File: src/rtl/core/jsu_pkg.sv
// Shared types and constants for the JSON string unescaper.
// Holds the status codes, the decoded job record and the hex digit decoder.
`timescale 1ns / 1ps
`default_nettype none

package jsu_pkg;

    // Result status codes
    localparam logic [2:0] ST_DATA   = 3'd0;
    localparam logic [2:0] ST_DONE   = 3'd1;
    localparam logic [2:0] ST_NOSTR  = 3'd2;
    localparam logic [2:0] ST_BADESC = 3'd3;
    localparam logic [2:0] ST_BADHEX = 3'd4;
    localparam logic [2:0] ST_UNTERM = 3'd5;

    // UTF-8 framing constants
    localparam logic [7:0]  UTF8_LEAD2 = 8'hC0;
    localparam logic [7:0]  UTF8_CONT  = 8'h80;
    localparam logic [7:0]  UTF8_LEAD3 = 8'hE0;
    localparam logic [7:0]  UTF8_MASK  = 8'h3F;
    localparam logic [15:0] UTF8_LIM2  = 16'h0800;
    localparam logic [15:0] UTF8_LIM1  = 16'h0080;

    localparam int QDEPTH = 4;
    localparam int QPTR_W = $clog2(QDEPTH);

    // One input byte's worth of results: up to three bytes, one status.
    typedef struct packed {
        logic [1:0] last_idx;
        logic [2:0] status;
        logic [7:0] b0;
        logic [7:0] b1;
        logic [7:0] b2;
    } job_t;

    typedef struct packed {
        logic       ok;
        logic [3:0] val;
    } hex_t;

    function automatic hex_t hex_digit(input logic [7:0] c);
        hex_t h;
        h.ok  = 1'b1;
        h.val = 4'd0;
        if (c >= 8'h30 && c <= 8'h39)
            h.val = 4'(c - 8'h30);
        else if (c >= 8'h61 && c <= 8'h66)
            h.val = 4'(c - 8'h57);
        else if (c >= 8'h41 && c <= 8'h46)
            h.val = 4'(c - 8'h37);
        else
            h.ok = 1'b0;
        return h;
    endfunction

endpackage

`default_nettype wire

File: src/rtl/core/jsu_front.sv
// Front end of the unescaper: accepts source bytes, tracks the string
// state and turns each byte into a job of zero to three results. Uses jsu_pkg.
`timescale 1ns / 1ps
`default_nettype none

module jsu_front
    import jsu_pkg::*;
(
    input  wire logic       clk,
    input  wire logic       rst_n,
    input  wire logic       accept,
    input  wire logic [7:0] in_byte,
    output logic            push,
    output job_t            job
);

    typedef enum logic [3:0] {
        PH_IDLE = 4'b0001,
        PH_STR  = 4'b0010,
        PH_ESC  = 4'b0100,
        PH_HEX  = 4'b1000
    } phase_t;

    phase_t      phase_reg, phase_next;
    logic [11:0] hex_value_reg, hex_value_next;
    logic [1:0]  hex_cnt_reg, hex_cnt_next;

    hex_t        hd;
    logic [15:0] code;

    assign hd   = hex_digit(in_byte);
    assign code = {hex_value_reg, hd.val};

    always_comb
    begin
        phase_next     = phase_reg;
        hex_value_next = hex_value_reg;
        hex_cnt_next   = hex_cnt_reg;
        push           = 1'b0;
        job            = '0;
        job.status     = ST_DATA;
        unique case (phase_reg)
            PH_STR:
            begin
                push = 1'b1;
                if (in_byte == 8'h00)
                begin
                    job.status = ST_UNTERM;
                    phase_next = PH_IDLE;
                end
                else if (in_byte == 8'h22)
                begin
                    job.status = ST_DONE;
                    phase_next = PH_IDLE;
                end
                else if (in_byte == 8'h5C)
                begin
                    push       = 1'b0;
                    phase_next = PH_ESC;
                end
                else
                begin
                    job.b0 = in_byte;
                end
            end
            PH_ESC:
            begin
                push       = 1'b1;
                phase_next = PH_STR;
                unique case (in_byte)
                    8'h22:   job.b0 = 8'h22;
                    8'h5C:   job.b0 = 8'h5C;
                    8'h2F:   job.b0 = 8'h2F;
                    8'h62:   job.b0 = 8'h08;
                    8'h66:   job.b0 = 8'h0C;
                    8'h6E:   job.b0 = 8'h0A;
                    8'h72:   job.b0 = 8'h0D;
                    8'h74:   job.b0 = 8'h09;
                    8'h75:
                    begin
                        push           = 1'b0;
                        phase_next     = PH_HEX;
                        hex_value_next = '0;
                        hex_cnt_next   = '0;
                    end
                    default:
                    begin
                        job.status = ST_BADESC;
                        phase_next = PH_IDLE;
                    end
                endcase
            end
            PH_HEX:
            begin
                if (!hd.ok)
                begin
                    push           = 1'b1;
                    job.status     = ST_BADHEX;
                    phase_next     = PH_IDLE;
                    hex_value_next = '0;
                    hex_cnt_next   = '0;
                end
                else if (hex_cnt_reg != 2'd3)
                begin
                    hex_value_next = code[11:0];
                    hex_cnt_next   = hex_cnt_reg + 2'd1;
                end
                else
                begin
                    push           = 1'b1;
                    phase_next     = PH_STR;
                    hex_value_next = '0;
                    hex_cnt_next   = '0;
                    if (code < UTF8_LIM1)
                    begin
                        job.b0 = code[7:0];
                    end
                    else if (code < UTF8_LIM2)
                    begin
                        job.last_idx = 2'd1;
                        job.b0 = UTF8_LEAD2 | {3'b000, code[10:6]};
                        job.b1 = UTF8_CONT | ({2'b00, code[5:0]} & UTF8_MASK);
                    end
                    else
                    begin
                        job.last_idx = 2'd2;
                        job.b0 = UTF8_LEAD3 | {4'h0, code[15:12]};
                        job.b1 = UTF8_CONT | ({2'b00, code[11:6]} & UTF8_MASK);
                        job.b2 = UTF8_CONT | ({2'b00, code[5:0]} & UTF8_MASK);
                    end
                end
            end
            default:
            begin
                // Idle: wait for the opening quote; any other byte yields a no-string result
                if (in_byte == 8'h22)
                begin
                    phase_next     = PH_STR;
                    hex_value_next = '0;
                    hex_cnt_next   = '0;
                end
                else
                begin
                    push       = 1'b1;
                    job.status = ST_NOSTR;
                end
            end
        endcase
    end

    always_ff @(posedge clk or negedge rst_n)
    begin
        if (!rst_n)
        begin
            phase_reg     <= PH_IDLE;
            hex_value_reg <= '0;
            hex_cnt_reg   <= '0;
        end
        else if (accept)
        begin
            phase_reg     <= phase_next;
            hex_value_reg <= hex_value_next;
            hex_cnt_reg   <= hex_cnt_next;
        end
    end

endmodule

`default_nettype wire

File: src/rtl/core/jsu_queue.sv
// Short job queue between the front end and the emitter.
// Holds QDEPTH jobs of type job_t from jsu_pkg.
`timescale 1ns / 1ps
`default_nettype none

module jsu_queue
    import jsu_pkg::*;
(
    input  wire logic clk,
    input  wire logic rst_n,
    input  wire logic push,
    input  wire job_t push_job,
    input  wire logic pop,
    output logic      full,
    output logic      nonempty,
    output job_t      head
);

    job_t              mem [QDEPTH];
    logic [QPTR_W-1:0] wr_ptr_reg, rd_ptr_reg;
    logic [QPTR_W:0]   cnt_reg;

    assign full     = (cnt_reg == (QPTR_W+1)'(QDEPTH));
    assign nonempty = (cnt_reg != '0);
    assign head     = mem[rd_ptr_reg];

    always_ff @(posedge clk)
    begin
        if (push)
            mem[wr_ptr_reg] <= push_job;
    end

    always_ff @(posedge clk or negedge rst_n)
    begin
        if (!rst_n)
        begin
            wr_ptr_reg <= '0;
            rd_ptr_reg <= '0;
            cnt_reg    <= '0;
        end
        else
        begin
            if (push)
                wr_ptr_reg <= wr_ptr_reg + 1'b1;
            if (pop)
                rd_ptr_reg <= rd_ptr_reg + 1'b1;
            if (push && !pop)
                cnt_reg <= cnt_reg + 1'b1;
            else if (pop && !push)
                cnt_reg <= cnt_reg - 1'b1;
        end
    end

endmodule

`default_nettype wire

File: src/rtl/core/jsu_back.sv
// Unescaper emitter: walks the head job of the queue one byte per cycle,
// unless stalled, into the output register. Uses job_t and jsu_pkg status codes.
`timescale 1ns / 1ps
`default_nettype none

module jsu_back
    import jsu_pkg::*;
(
    input  wire logic       clk,
    input  wire logic       rst_n,
    input  wire logic       job_valid,
    input  wire job_t       job,
    output logic            pop,
    output logic            out_valid,
    input  wire logic       out_stall,
    output logic [7:0]      out_byte,
    output logic [2:0]      status,
    output logic            last
);

    logic       out_valid_reg;
    logic [7:0] out_byte_reg;
    logic [2:0] status_reg;
    logic       last_reg;
    logic [1:0] idx_reg;

    logic       load;
    logic       at_end;
    logic [7:0] sel_byte;

    assign load   = job_valid && (!out_valid_reg || !out_stall);
    assign at_end = (idx_reg == job.last_idx);
    assign pop    = load && at_end;

    always_comb
    begin
        unique case (idx_reg)
            2'd0:    sel_byte = job.b0;
            2'd1:    sel_byte = job.b1;
            default: sel_byte = job.b2;
        endcase
    end

    always_ff @(posedge clk or negedge rst_n)
    begin
        if (!rst_n)
        begin
            out_valid_reg <= 1'b0;
            idx_reg       <= '0;
        end
        else if (load)
        begin
            out_valid_reg <= 1'b1;
            idx_reg       <= at_end ? 2'd0 : idx_reg + 2'd1;
        end
        else if (!out_stall)
        begin
            out_valid_reg <= 1'b0;
        end
    end

    always_ff @(posedge clk)
    begin
        if (load)
        begin
            out_byte_reg <= sel_byte;
            status_reg   <= job.status;
            last_reg     <= at_end;
        end
    end

    assign out_valid = out_valid_reg;
    assign out_byte  = out_byte_reg;
    assign status    = status_reg;
    assign last      = last_reg;

endmodule

`default_nettype wire

File: src/rtl/core/json_string_unescaper.sv
// JSON string unescaper: takes a string literal byte by byte, starting at
// its opening quote, and emits the decoded bytes, then a completion or error
// result. A new source byte is taken every cycle; each result leaves on its
// own cycle, so a byte that decodes to several results holds the output for
// each of them (a \u escape at or above U+0800 yields three). A four-entry
// job queue between the decoder and the emitter absorbs such runs; the input
// stalls only while that queue is full. Results pass through the job queue
// and the output register. Uses jsu_pkg, jsu_front, jsu_queue and jsu_back.
`timescale 1ns / 1ps
`default_nettype none

module json_string_unescaper
    import jsu_pkg::*;
(
    input  wire logic       clk,
    input  wire logic       rst_n,
    input  wire logic       in_valid,
    output logic            in_stall,
    input  wire logic [7:0] in_byte,
    output logic            out_valid,
    input  wire logic       out_stall,
    output logic [7:0]      out_byte,
    output logic [2:0]      status,
    output logic            last
);

    logic accept;
    logic front_push;
    logic q_push;
    logic q_full;
    logic q_nonempty;
    logic q_pop;
    job_t front_job;
    job_t head_job;

    assign in_stall = q_full;
    assign accept   = in_valid && !in_stall;
    assign q_push   = accept && front_push;

    jsu_front u_front (
        .clk     (clk),
        .rst_n   (rst_n),
        .accept  (accept),
        .in_byte (in_byte),
        .push    (front_push),
        .job     (front_job)
    );

    jsu_queue u_queue (
        .clk      (clk),
        .rst_n    (rst_n),
        .push     (q_push),
        .push_job (front_job),
        .pop      (q_pop),
        .full     (q_full),
        .nonempty (q_nonempty),
        .head     (head_job)
    );

    jsu_back u_back (
        .clk       (clk),
        .rst_n     (rst_n),
        .job_valid (q_nonempty),
        .job       (head_job),
        .pop       (q_pop),
        .out_valid (out_valid),
        .out_stall (out_stall),
        .out_byte  (out_byte),
        .status    (status),
        .last      (last)
    );

`ifndef SYNTH
    a_no_overflow: assert property (@(posedge clk) disable iff (!rst_n)
        q_push |-> !q_full)
        else $error("job queue overflow");

    a_status_closes: assert property (@(posedge clk) disable iff (!rst_n)
        (out_valid && status != ST_DATA) |-> (last && out_byte == 8'h00))
        else $error("non-data result not final or carries a byte");

    a_run_unbroken: assert property (@(posedge clk) disable iff (!rst_n)
        (out_valid && !out_stall && !last) |=> out_valid)
        else $error("gap inside a multi-byte run");
`endif

endmodule

`default_nettype wire

File: config.mk
export PLATFORM = sky130hd
export DESIGN_NAME = json_string_unescaper
export DESIGN_NICKNAME = d
export VERILOG_FILES = /design/src/rtl/core/jsu_pkg.sv /design/src/rtl/core/jsu_front.sv /design/src/rtl/core/jsu_queue.sv /design/src/rtl/core/jsu_back.sv /design/src/rtl/core/json_string_unescaper.sv
export SDC_FILE = /design/constraint.sdc
export NUM_CORES = 1
export LEC_CHECK = 0
export BUFFER_PORTS_ARGS = -buffer_cell sky130_fd_sc_hd__buf_2
export CORE_MARGIN = 1
export CORE_UTILIZATION = 56
export CTS_CLUSTER_SIZE = 30
export DETAILED_ROUTE_END_ITERATION = 12
export GPL_TIMING_DRIVEN = 0
export PLACE_DENSITY = 0.76
export SETUP_SLACK_MARGIN = 0.05
export SLEW_MARGIN = 20
export SYNTH_ARGS = -nofsm -noshare
export SYNTH_HDL_FRONTEND = slang
export SYNTH_SLANG_ARGS = --single-unit
export TNS_END_PERCENT = 10
File: constraint.sdc
create_clock -name clk -period 2.7 [get_ports clk]
set_input_delay 0.54 -clock clk [delete_from_list [all_inputs] [get_ports clk]]
set_output_delay 0.54 -clock clk [all_outputs]
set_load 0.02 [all_outputs]
==> results.txt, run 1 <==
----------------------------------------------------
[Die]
  Effective utilization at floorplan ... 57.64%
  Height of the die ... between 100 and 150 µm
  Floorplan Core Area ... 11420 µm²
  Top-level port count ... 26
  Site Rows ... 39
  Total Die Area ... 12190 µm²
  Horiz. Die Dim ... roughly 110 µm

[Route]
  Vias post-DR ... around 4200
  Initial DRC count ... between 200 and 300
  Routed wire length ... 14320 µm
  Drc violations ... 0
  Routed WL per cell ... 21.47 µm
  Number of nets still failing antenna checks after routing ... 0
  DRT Pass-1 Iters ... 5
  DR vias/cell ... around 6.3

[Yosys]
  Sequential fraction of the synthesis area ... 63.59%
  Top flip-flop cell by instance count after synthesis ... edfxtp_1
  Number of distinct library cell variants in the gate-level netlist after synthesis ... 77
  Cell taking the most area after synthesis ... edfxtp_1
  Warning count from the yosys run ... 0
  Yosys top cell area share ... between 50% and 60%
  Share of flip-flops with an asynchronous set or reset ... a little under 20%
  Commonest cells in the netlist ... 116 x edfxtp_1, 38 x nand2_1, 27 x dfrtp_1
  Post-Syn Nets ... 467
  Mean Syn Cell Area ... 14.89 µm²
  Synthesized flop and latch total ... 144
  Count leader, synth ... edfxtp_1
  Leading post-synthesis cells by cell area ... edfxtp_1 53%, dfrtp_1 10%, mux4_2 8.9%
  Netlist area before placement ... 6581 µm²
  Number of enable-type register cells in the synthesized netlist ... approximately 120
  Syn Inst Count ... approximately 440

[STA]
  Highest clock rate ... 374.3 MHz
  Clock skew after layout ... 8.241 ps
  Slew Limit Headroom ... 20.15%
  Number of setup violations in the final report ... 0
  Actual transition at the worst max-transition pin ... 1182 ps
  Post-route setup TNS ... 0 ps
  Unrepaired setup endpoints after global routing ... true
  Share of the cycle needed by the critical path after routing ... 98.96%
  Post-layout minimum cycle time ... 2672 ps
  Final Hold Fails ... 0
  Count of pins over their slew limit ... 0

[Final layout]
  Synthesis-to-finish area growth ... 19.85%
  Diode insertion count for antenna repair ... 0
  Final #Nets ... 536
  End-of-flow core utilization ... 69.08%
  Max reg flops ... 104
  Share of layout cells above drive strength 1 ... 31.49%
  Final Cell Area ... 7888 µm²
  Layout Cells excl Fill ... roughly 670

[Placement]
  GPL Wtd Cong ... 0.9020
  Final HPWL from detailed placement ... roughly 9000 µm
  Port Buffer Count ... 24
  Placement-stage cell area ... 6942 µm²
  DP Cell Count ... approximately 600

[Clock tree]
  Number of buffers between clock root and the deepest sink ... 2
  Clock H-tree levels ... 4
  Number of sinks on the clock net ... 144
  Post-cts hold buffer count ... 0
  CTS tree ... done
  Clock-pin slew on the worst setup and hold paths ... 60 ps
  Clock root cell ... clkbuf_16
  Clock latency of the later-clocked register in the worst-skew pair ... 420 ps
  Clock buffers created by TritonCTS ... 17

[Global route]
  Global-route wire length before repair ... roughly 23000 µm
  Number of global-route vias before repair ... 4212
  Antenna violations before repair ... 0
  Remaining global-route overflow ... 0
  Largest net degree at the start of global routing ... 29
  Total Routing Usage GR ... 24.51%

[Pwr]
  Pwr/cell area ... 988.7 nW/µm²
  Peak VDD IR ... about 780 µV
  Leak Pwr ... approximately 0.0028 µW
  Post-layout power ... 7798 µW

[Critical path]
  Crit path required time ... 2750 ps
  Worst Path Max Fanout ... 5
  Startpoint-to-endpoint class of the critical path ... flip-flop to flip-flop
  Crit path capture type ... flip-flop
  Critical Path Source Type ... flip-flop
  Endpoint arrival time on the critical path ... 2720 ps

[Run status]
  Status ... complete, no violations

[Flow run]
  Maxcap violations ... 0

[Min path]
  Class of the tightest hold or removal check ... primary input to async pin

----------------------------------------------------
## per-stage QoR
stage                     hold WS, ps  setup WS [ps]
after CTS                       203.4         -23.60
after global placement          466.4         -937.3
after global routing            231.1         -50.28
final                           187.4          28.14
after detailed placement        498.2         -711.6
after floorplan                 244.4         -75.10
## worst max-delay path: stages (launching register included)
cell,delay [ps]
dfstp_2,390
buf_4,140
or4b_2,710
o41ai_1,1060
## repair_timing
| action | CTS | global route |
|---|---|---|
| resized for setup | 20 | 16 |
| buffers inserted | 11 | 16 |
| pin swaps | 5 | 9 |
| endpoints found under the setup margin | 154 | 177 |
| gates cloned | 0 | 0 |
## cell usage in the layout (no fill, tap or decap), types with 12 or more instances in the layout
master	count
buf_4	28
o21ai_0	14
edfxtp_1	116
nand2_1	37
dfrtp_1	25
mux4_2	26
a21oi_1	12
clkbuf_16	17
buf_2	30
nor2_1	12
## power by group
group | internal (µW) | switching [µW]
Sequential | 2980 | 186
Combinational | 1050 | 1240
Clock | 1450 | 890
Total | 5480 | 2310
## layer usage
layer | share of wire, % | routed length [µm] | up-vias | global-route usage [%]
met4 | 2.8 | 395 | 0 | 9.956
li1 | - | - | 1882 | -
met1 | 43 | 6181 | 2116 | 33.24
met5 | 0 | 0 | - | 0
met2 | 49 | 7042 | 170 | 39.34
met3 | 4.9 | 699 | 28 | 4.665
## final timing paths
kind                                                          from                                 end  slack [ps]  depth (start not counted)
worst min register to register  u_front.hex_cnt_reg[1]$_DFFE_PN0P_  u_front.hex_cnt_reg[1]$_DFFE_PN0P_         510                          2
max in group asynchronous                                    rst_n    u_front.phase_reg[3]$_DFFE_PN0P_        2000                          1
worst max-delay path              u_front.phase_reg[0]$_DFFE_PN1P_        u_queue.mem[1][26]$_DFFE_PP_          30                          3
worst min-delay path                                         rst_n       u_back.idx_reg[0]$_DFFE_PN0P_         190                          1
min in group clk                                         out_stall        u_back.out_valid$_DFFE_PN0P_         400                          3
worst max register to register    u_front.phase_reg[0]$_DFFE_PN1P_        u_queue.mem[1][26]$_DFFE_PP_          30                          3
## logic make-up after synthesis
group / share of synthesized area [%]
compound gates: 9.886
mux: 9.886
xor+xnor: 1.464
buf+inv: 2.547
simple gates: 10.04
fa+ha+maj: 2.586
flops: 63.59
## area by class of cell
cell class	count	area (µm²)
timing repair buffer	52	334.1
inverter	15	61.31
clock buffer	19	432.9
sequential	144	4188
buffer	20	125.1
fill	784	3531
multi-input combinational	261	2406
clock inverter	13	161.4
tap	143	178.9
(Power assumes the default switching activity.)
==> inputs of run 2 (changes only) <==
Settings changed: CAP_MARGIN from default to 10, CORE_ASPECT_RATIO from default to 0.7, RECOVER_POWER from default to 50.
==> results.txt, run 2 (synthesis gave the netlist of run 1 again) <==
----------------------------------------------------
[Die]
  Site Rows ... 32 (-18%)
  Horiz. Die Dim ... 131.6 µm (+19%)
  Total Die Area ... 12200 µm² (about the same)
  Height of the die ... 92.70 µm (-16%)
  Floorplan Core Area ... 11210 µm² (-1.8%)
  Effective utilization at floorplan ... 58.71% (+1.1 points)
  Top-level port count ... 26 (unchanged)

[Critical path]
  Worst Path Max Fanout ... 7 (+2)
  Crit path required time ... 3000 ps (+250 ps)
  R2R Path End ... u_queue.cnt_reg[1]$_DFFE_PN0P_
  Critical Path Source Type ... primary input
  R2R Setup Slk ... 0 ps (-30 ps)
  Source of the worst register-to-register timing path ... u_front.phase_reg[1]$_DFFE_PN0P_
  Crit path capture type ... flip-flop
  Startpoint-to-endpoint class of the critical path ... primary input to flip-flop
  Endpoint arrival time on the critical path ... 3000 ps (+280 ps)
  Cell depth of the worst flop-to-flop path ... 9 (+6)

[Route]
  DR vias/cell ... 6.254 (-0.59%)
  Initial DRC count ... 478 (+68%)
  Routed wire length ... 14780 µm (+3.2%)
  Drc violations ... 0 (unchanged)
  Number of nets still failing antenna checks after routing ... 0 (unchanged)
  DRT Pass-1 Iters ... 5 (unchanged)
  Vias post-DR ... 4165 (-0.74%)
  Routed WL per cell ... 22.19 µm (+3.4%)

[STA]
  Post-layout minimum cycle time ... 2708 ps (+36.64 ps)
  Count of pins over their slew limit ... 29 (+29)
  Share of the cycle needed by the critical path after routing ... 100.3% (+1.4 points)
  Clock skew after layout ... 9.156 ps (+0.9155 ps)
  Number of setup violations in the final report ... 2 (+2)
  Actual transition at the worst max-transition pin ... 1680 ps (+498.0 ps)
  Slew Limit Headroom ... -12.02% (-32 points)
  Crit path setup slack, layout ... -8.498 ps (-36.64 ps)
  Post-route setup TNS ... -13.63 ps (-13.63 ps)
  Final Hold Fails ... 0 (unchanged)
  Unrepaired setup endpoints after global routing ... true
  Highest clock rate ... 369.2 MHz (-1.4%)

[Final layout]
  Fill cell count ... 772 (-1.5%)
  Max reg flops ... 104 (unchanged)
  Most common cell after layout, fill and taps aside ... edfxtp_1
  Highest-count cells in the layout ignoring fill and taps ... 116 x edfxtp_1, 37 x nand2_1, 26 x mux4_2, 25 x dfrtp_1, 23 x clkbuf_1
  Share of layout cells above drive strength 1 ... 27.49% (-4.0 points)
  Diode insertion count for antenna repair ... 0 (unchanged)
  Synthesis-to-finish area growth ... 17.83%
  Final #Nets ... 526 (-1.9%)

[Clock tree]
  Clock-pin slew on the worst setup and hold paths ... 60 ps (about the same)
  CTS tree ... done
  Number of buffers between clock root and the deepest sink ... 2 (unchanged)
  Clock buffers created by TritonCTS ... 17 (unchanged)
  Clock latency of the later-clocked register in the worst-skew pair ... 410 ps (about the same)
  Clock H-tree levels ... 4 (unchanged)
  Post-cts hold buffer count ... 0 (unchanged)
  Clock root cell ... clkbuf_16
  Number of sinks on the clock net ... 144 (unchanged)

[Min path]
  Worst hold path cell count ... 3
  Hold path start ... out_stall
  Hold EP ... u_back.out_valid$_DFFE_PN0P_
  Class of the tightest hold or removal check ... primary input to flip-flop

[Placement]
  Worst-case setup slack after placement ... -687.2 ps (+24.48 ps)
  Port Buffer Count ... 24 (unchanged)
  GPL Wtd Cong ... 0.9580 (+6.2%)
  Final HPWL from detailed placement ... 9506 µm (+5.4%)

[Run status]
  Violated checks ... capacitance limit, slew limit, setup timing
  Status ... finished with violations

[Pwr]
  Pwr/cell area ... 973.4 nW/µm² (-1.5%)
  Post-layout power ... 7549 µW (-3.2%)
  Leak Pwr ... 0.002724 µW (-3.8%)
  Peak VDD IR ... 693.3 µV (-11%)

[Global route]
  Antenna violations before repair ... 0 (unchanged)
  Total Routing Usage GR ... 25.61% (+1.1 points)
  Number of global-route vias before repair ... 4006 (-4.9%)
  Global-route wire length before repair ... 22800 µm (+0.70%)
  Largest net degree at the start of global routing ... 29 (unchanged)
  Remaining global-route overflow ... 0 (unchanged)

[Flow run]
  Maxcap violations ... 1 (+1)

----------------------------------------------------
run 2: changes by cell type in the layout (fill, tap and decap cells not counted), moves of 3 or more:
cell,previous run,this run
buf_2,30,15
clkbuf_1,9,23
buf_4,28,18
and2_2,4,0
and2_4,0,4
inv_6,3,0
run 2: what timing repair did:
item,CTS,global route
setup endpoints to repair,163,197
pin swaps,2,14
setup buffers,1,15
gates resized for setup,15,26
run 2: worst max path at each step:
stage	from	to	slack, ps	depth (start not counted)
after floorplan	in_byte[0]	u_queue.mem[1][0]$_DFFE_PP_	-80	7
after global placement	in_byte[0]	u_queue.mem[1][17]$_DFFE_PP_	-1090	8
after detailed placement	in_byte[1]	u_queue.mem[1][9]$_DFFE_PP_	-690	9
after CTS	in_byte[1]	u_queue.mem[3][8]$_DFFE_PP_	-140	8
after global routing	u_front.phase_reg[1]$_DFFE_PN0P_	u_queue.cnt_reg[2]$_DFFE_PN0P_	-140	11
final	in_byte[1]	u_queue.cnt_reg[1]$_DFFE_PN0P_	-8	11
run 2: per-layer routing:
layer	part of all wire, %	global-route usage (%)	vias to the layer above
met5	0	0	-
met4	0.77	8.140	0
met3	5.7	4.652	15
met2	48	40.30	141
met1	45	36.64	2158
li1	-	-	1851
run 2: cell type report:
class	count	area [µm²]	share of cell area, %
Inverter	15	63.81	0.8228
Multi-Input combinational cell	261	2409	31.06
Tap cell	153	191.4	2.469
Clock buffer	17	425.4	5.486
Sequential cell	144	4188	54.00
Timing Repair Buffer	41	232.7	3.001
Clock inverter	14	120.1	1.549
Buffer	21	125.1	1.613
run 2: worst max-delay path, stage by stage:
cell and delay [ps]:
buf_2 160, inv_1 110, ha_2 240, or3b_4 410, nand3_2 200, nand3_2 150, a31oi_4 280, ha_4 180
inv_2 40, fa_2 420, mux2_2 270
run 2: power by group:
group          internal (µW)  leakage (µW)  switching (µW)  total [µW]
Combinational            971       0.00100            1270        2240
Sequential              2980       0.00146             188        3160
Clock                   1260      0.000257             889        2140
run 2: metrics by stage:
| step | hold slack (ps) | std cells | utilization [%] | cell area (µm²) |
|---|---|---|---|---|
| 3_5_place_dp | 493.3 | 620 | 62.03 | 6954 |
| 3_3_place_gp | 466.8 | 619 | 61.86 | 6935 |
| 2_1_floorplan | 244.4 | 442 | - | 6624 |
| 6_report | 351.0 | 666 | 69.17 | 7755 |
| 5_1_grt | 344.2 | 666 | 69.17 | 7755 |
| 4_1_cts | 170.9 | 651 | 67.44 | 7561 |
==> inputs of run 3 (changes only) <==
Settings changed: CORE_UTILIZATION 56 to 66, PLACE_DENSITY 0.76 to 0.84, RECOVER_POWER 50 to default, TNS_END_PERCENT 10 to 20.
Clock period 2.7 ns to 3.2 ns, I/O delays scaled along.
==> results.txt, run 3 (synthesis gave the netlist of run 1 again) <==
----------------------------------------------------
[Clock tree]
  Clock H-tree levels ... 4 (unchanged)
  Number of sinks on the clock net ... 144 (unchanged)
  CTS tree ... done
  Number of buffers between clock root and the deepest sink ... 2 (unchanged)
  Clock root cell ... clkbuf_16
  Clock latency of the later-clocked register in the worst-skew pair ... 420 ps (about the same)
  Post-cts hold buffer count ... 0 (unchanged)
  Clock-pin slew on the worst setup and hold paths ... 70 ps (about the same)
  Clock buffers created by TritonCTS ... 17 (unchanged)

[STA]
  Final Hold Fails ... 0 (unchanged)
  Clock skew after layout ... 8.778 ps (-0.3780 ps)
  Worst hold margin ... 259.3 ps (-91.64 ps)
  Unrepaired setup endpoints after global routing ... true
  Number of setup violations in the final report ... 0 (-2)
  Slew Limit Headroom ... 40.80% (+53 points)
  Post-layout minimum cycle time ... slightly above 3000 ps
  Actual transition at the worst max-transition pin ... 879.9 ps (-800.4 ps)
  Highest clock rate ... 324.9 MHz
  Share of the cycle needed by the critical path after routing ... 96.19%
  Count of pins over their slew limit ... 0 (-100%)

[Die]
  Horiz. Die Dim ... 121.4 µm (-7.8%)
  Height of the die ... 85.55 µm (-7.7%)
  Top-level port count ... 26 (unchanged)
  Total Die Area ... 10380 µm² (-15%)
  Floorplan Core Area ... 9684 µm² (-14%)
  Site Rows ... 30 (-6.3%)
  Effective utilization at floorplan ... 67.96% (+9.3 points)

[Critical path]
  Worst-path cell chain ... buf_2, inv_1, ha_2, or3b_2, nand3_2, nand3_1, a31oi_4, ha_1, inv_1, fa_1, xor2_1, nor2_1, xor2_1
  Worst Path Max Fanout ... 6 (-1)
  Critical Path Source Type ... primary input
  Number of buffers and inverters on the critical path ... 3 (unchanged)
  Startpoint-to-endpoint class of the critical path ... primary input to flip-flop
  R2R Setup Slk ... 150 ps (+150 ps)
  Crit path capture type ... flip-flop
  Endpoint arrival time on the critical path ... 3420 ps (+420 ps)
  Crit path required time ... 3540 ps (+540 ps)
  R2R Path End ... u_queue.cnt_reg[2]$_DFFE_PN0P_
  Source of the worst register-to-register timing path ... u_front.phase_reg[1]$_DFFE_PN0P_
  Critical path's top delay family ... simple AND/OR/NAND/NOR gates
  Cell depth of the worst flop-to-flop path ... 11 (+2)
  Largest stage delay on the critical path ... 500 ps (+80 ps)
  Logic depth of the worst setup path including buffers ... 13 (+2)
  Critical path's slowest cell ... or3b_2

[Route]
  DRT Pass-1 Iters ... 5 (unchanged)
  DR vias/cell ... 6.879 (+10%)
  Drc violations ... 0 (unchanged)
  Vias post-DR ... 4320 (+3.7%)
  Routed WL per cell ... 24.45 µm (+10%)
  Initial DRC count ... 601 (+26%)
  Routed wire length ... 15360 µm (+3.9%)
  Number of nets still failing antenna checks after routing ... 0 (unchanged)

[Flow run]
  Maxcap violations ... 0 (-1)

[Final layout]
  Max reg flops ... 104 (unchanged)
  Register area ... 4185 µm² (about the same)
  Most common cell after layout, fill and taps aside ... edfxtp_1
  Share of layout cells above drive strength 1 ... 24.60% (-2.9 points)
  Highest-count cells in the layout ignoring fill and taps ... 116 x edfxtp_1, 38 x nand2_1, 30 x buf_2, 27 x dfrtp_1, 26 x mux4_2
  End-of-flow core utilization ... 77.57% (+8.4 points)
  Final #Nets ... 512 (-2.7%)
  Multi-input combinational cell area ... 2260 µm² (-6.2%)
  Final Cell Area ... 7512 µm² (-3.1%)
  Synthesis-to-finish area growth ... 14.14%
  Diode insertion count for antenna repair ... 0 (unchanged)
  Fill cell count ... 537 (-30%)

[Pwr]
  Post-layout power ... 6522 µW (-14%)
  Sw Pwr ... 2061 µW (-12%)
  Pwr/cell area ... 868.2 nW/µm² (-11%)
  Leak Pwr ... 0.002701 µW (-0.82%)
  Internal Pwr Total ... 4461 µW (-14%)
  Switching fraction of total power ... 31.60% (+0.53 points)
  Clock share of power ... 30.4% (+2.0 points)
  Sequential power share ... 41.4% (-0.5 points)
  Combinational fraction of design power ... 28.2% (-1.5 points)
  Peak VDD IR ... 742.3 µV (+7.1%)

[Run status]
  Status ... complete, no violations

[Placement]
  Final HPWL from detailed placement ... 9775 µm (+2.8%)
  Placement-stage cell area ... 6882 µm² (-1.0%)
  Port Buffer Count ... 24 (unchanged)
  GPL Wtd Cong ... 0.9820 (+2.5%)

[Global route]
  Remaining global-route overflow ... 0 (unchanged)
  Total Routing Usage GR ... 32.69% (+7.1 points)
  Antenna violations before repair ... 0 (unchanged)
  Global-route wire length before repair ... 24010 µm (+5.3%)
  Largest net degree at the start of global routing ... 29 (unchanged)
  Number of global-route vias before repair ... 4275 (+6.7%)

[Min path]
  Class of the tightest hold or removal check ... primary input to async pin

----------------------------------------------------
==> run 3: worst max path at each step <==
stage	start	end	slack [ps]
2_1_floorplan	in_byte[0]	u_queue.cnt_reg[2]$_DFFE_PN0P_	140
3_3_place_gp	in_byte[0]	u_queue.mem[1][1]$_DFFE_PP_	-670
3_5_place_dp	in_byte[0]	u_queue.mem[2][8]$_DFFE_PP_	-470
4_1_cts	in_byte[0]	u_queue.cnt_reg[2]$_DFFE_PN0P_	60
5_1_grt	in_byte[1]	u_queue.cnt_reg[2]$_DFFE_PN0P_	3
6_report	in_byte[0]	u_queue.cnt_reg[2]$_DFFE_PN0P_	120
==> run 3: worst reg2reg max path: cells and delay by family, from the launching register on <==
kind | cells | cell delay, ps
AOI/OAI and AO/OA | 3 | 640
DFF | 1 | 450
xor gates and xnor gates | 2 | 370
and+or+nand+nor | 2 | 650
buffers and inverters | 2 | 270
adders and majority gates | 2 | 600
==> run 3: power by group through the flow <==
stage	combinational (µW)	clock [µW]	sequential, µW
after floorplan	1180	0	2750
after global placement	1680	0	2660
after detailed placement	1780	0	2690
after CTS	1860	1980	2670
after global routing	1960	2060	2730
final	1840	1980	2700
==> run 3: cell type report <==
cell class              instances  share of cell area, %
repair buffers                 27                  1.949
clock inverters                14                  2.065
clock buffers                  18                  5.846
inverters                      15                 0.7495
multi-input cells             261                  30.08
plain buffers                  21                  1.466
flip-flops and latches        144                  55.71
well taps                     128                  2.132
==> run 3: per-layer routing <==
layer / track usage [%] / vias to the layer above / part of all wire, %
met5: 0 / - / 0
met4: 14.14 / 0 / 1.7
met3: 8.444 / 30 / 9.9
met2: 48.04 / 284 / 47
met1: 46.98 / 2176 / 41
li1: - / 1830 / -
==> run 3: metrics by stage <==
step / setup slack, ps / TNS (ps) / instances
after floorplan: 139.1 / 0 / 442
after global placement: -666.9 / -78820 / 594
after detailed placement: -472.0 / -41420 / 595
after CTS: 60.41 / 0 / 629
after global routing: 2.706 / 0 / 628
final: 121.8 / 0 / 628
==> run 3: repair_timing <==
action / 4_1_cts / 5_1_grt
endpoints found under the setup margin: 25 / 126
gates resized for setup: 2 / 6
buffers inserted: 2 / 0
pin swaps: 1 / 0
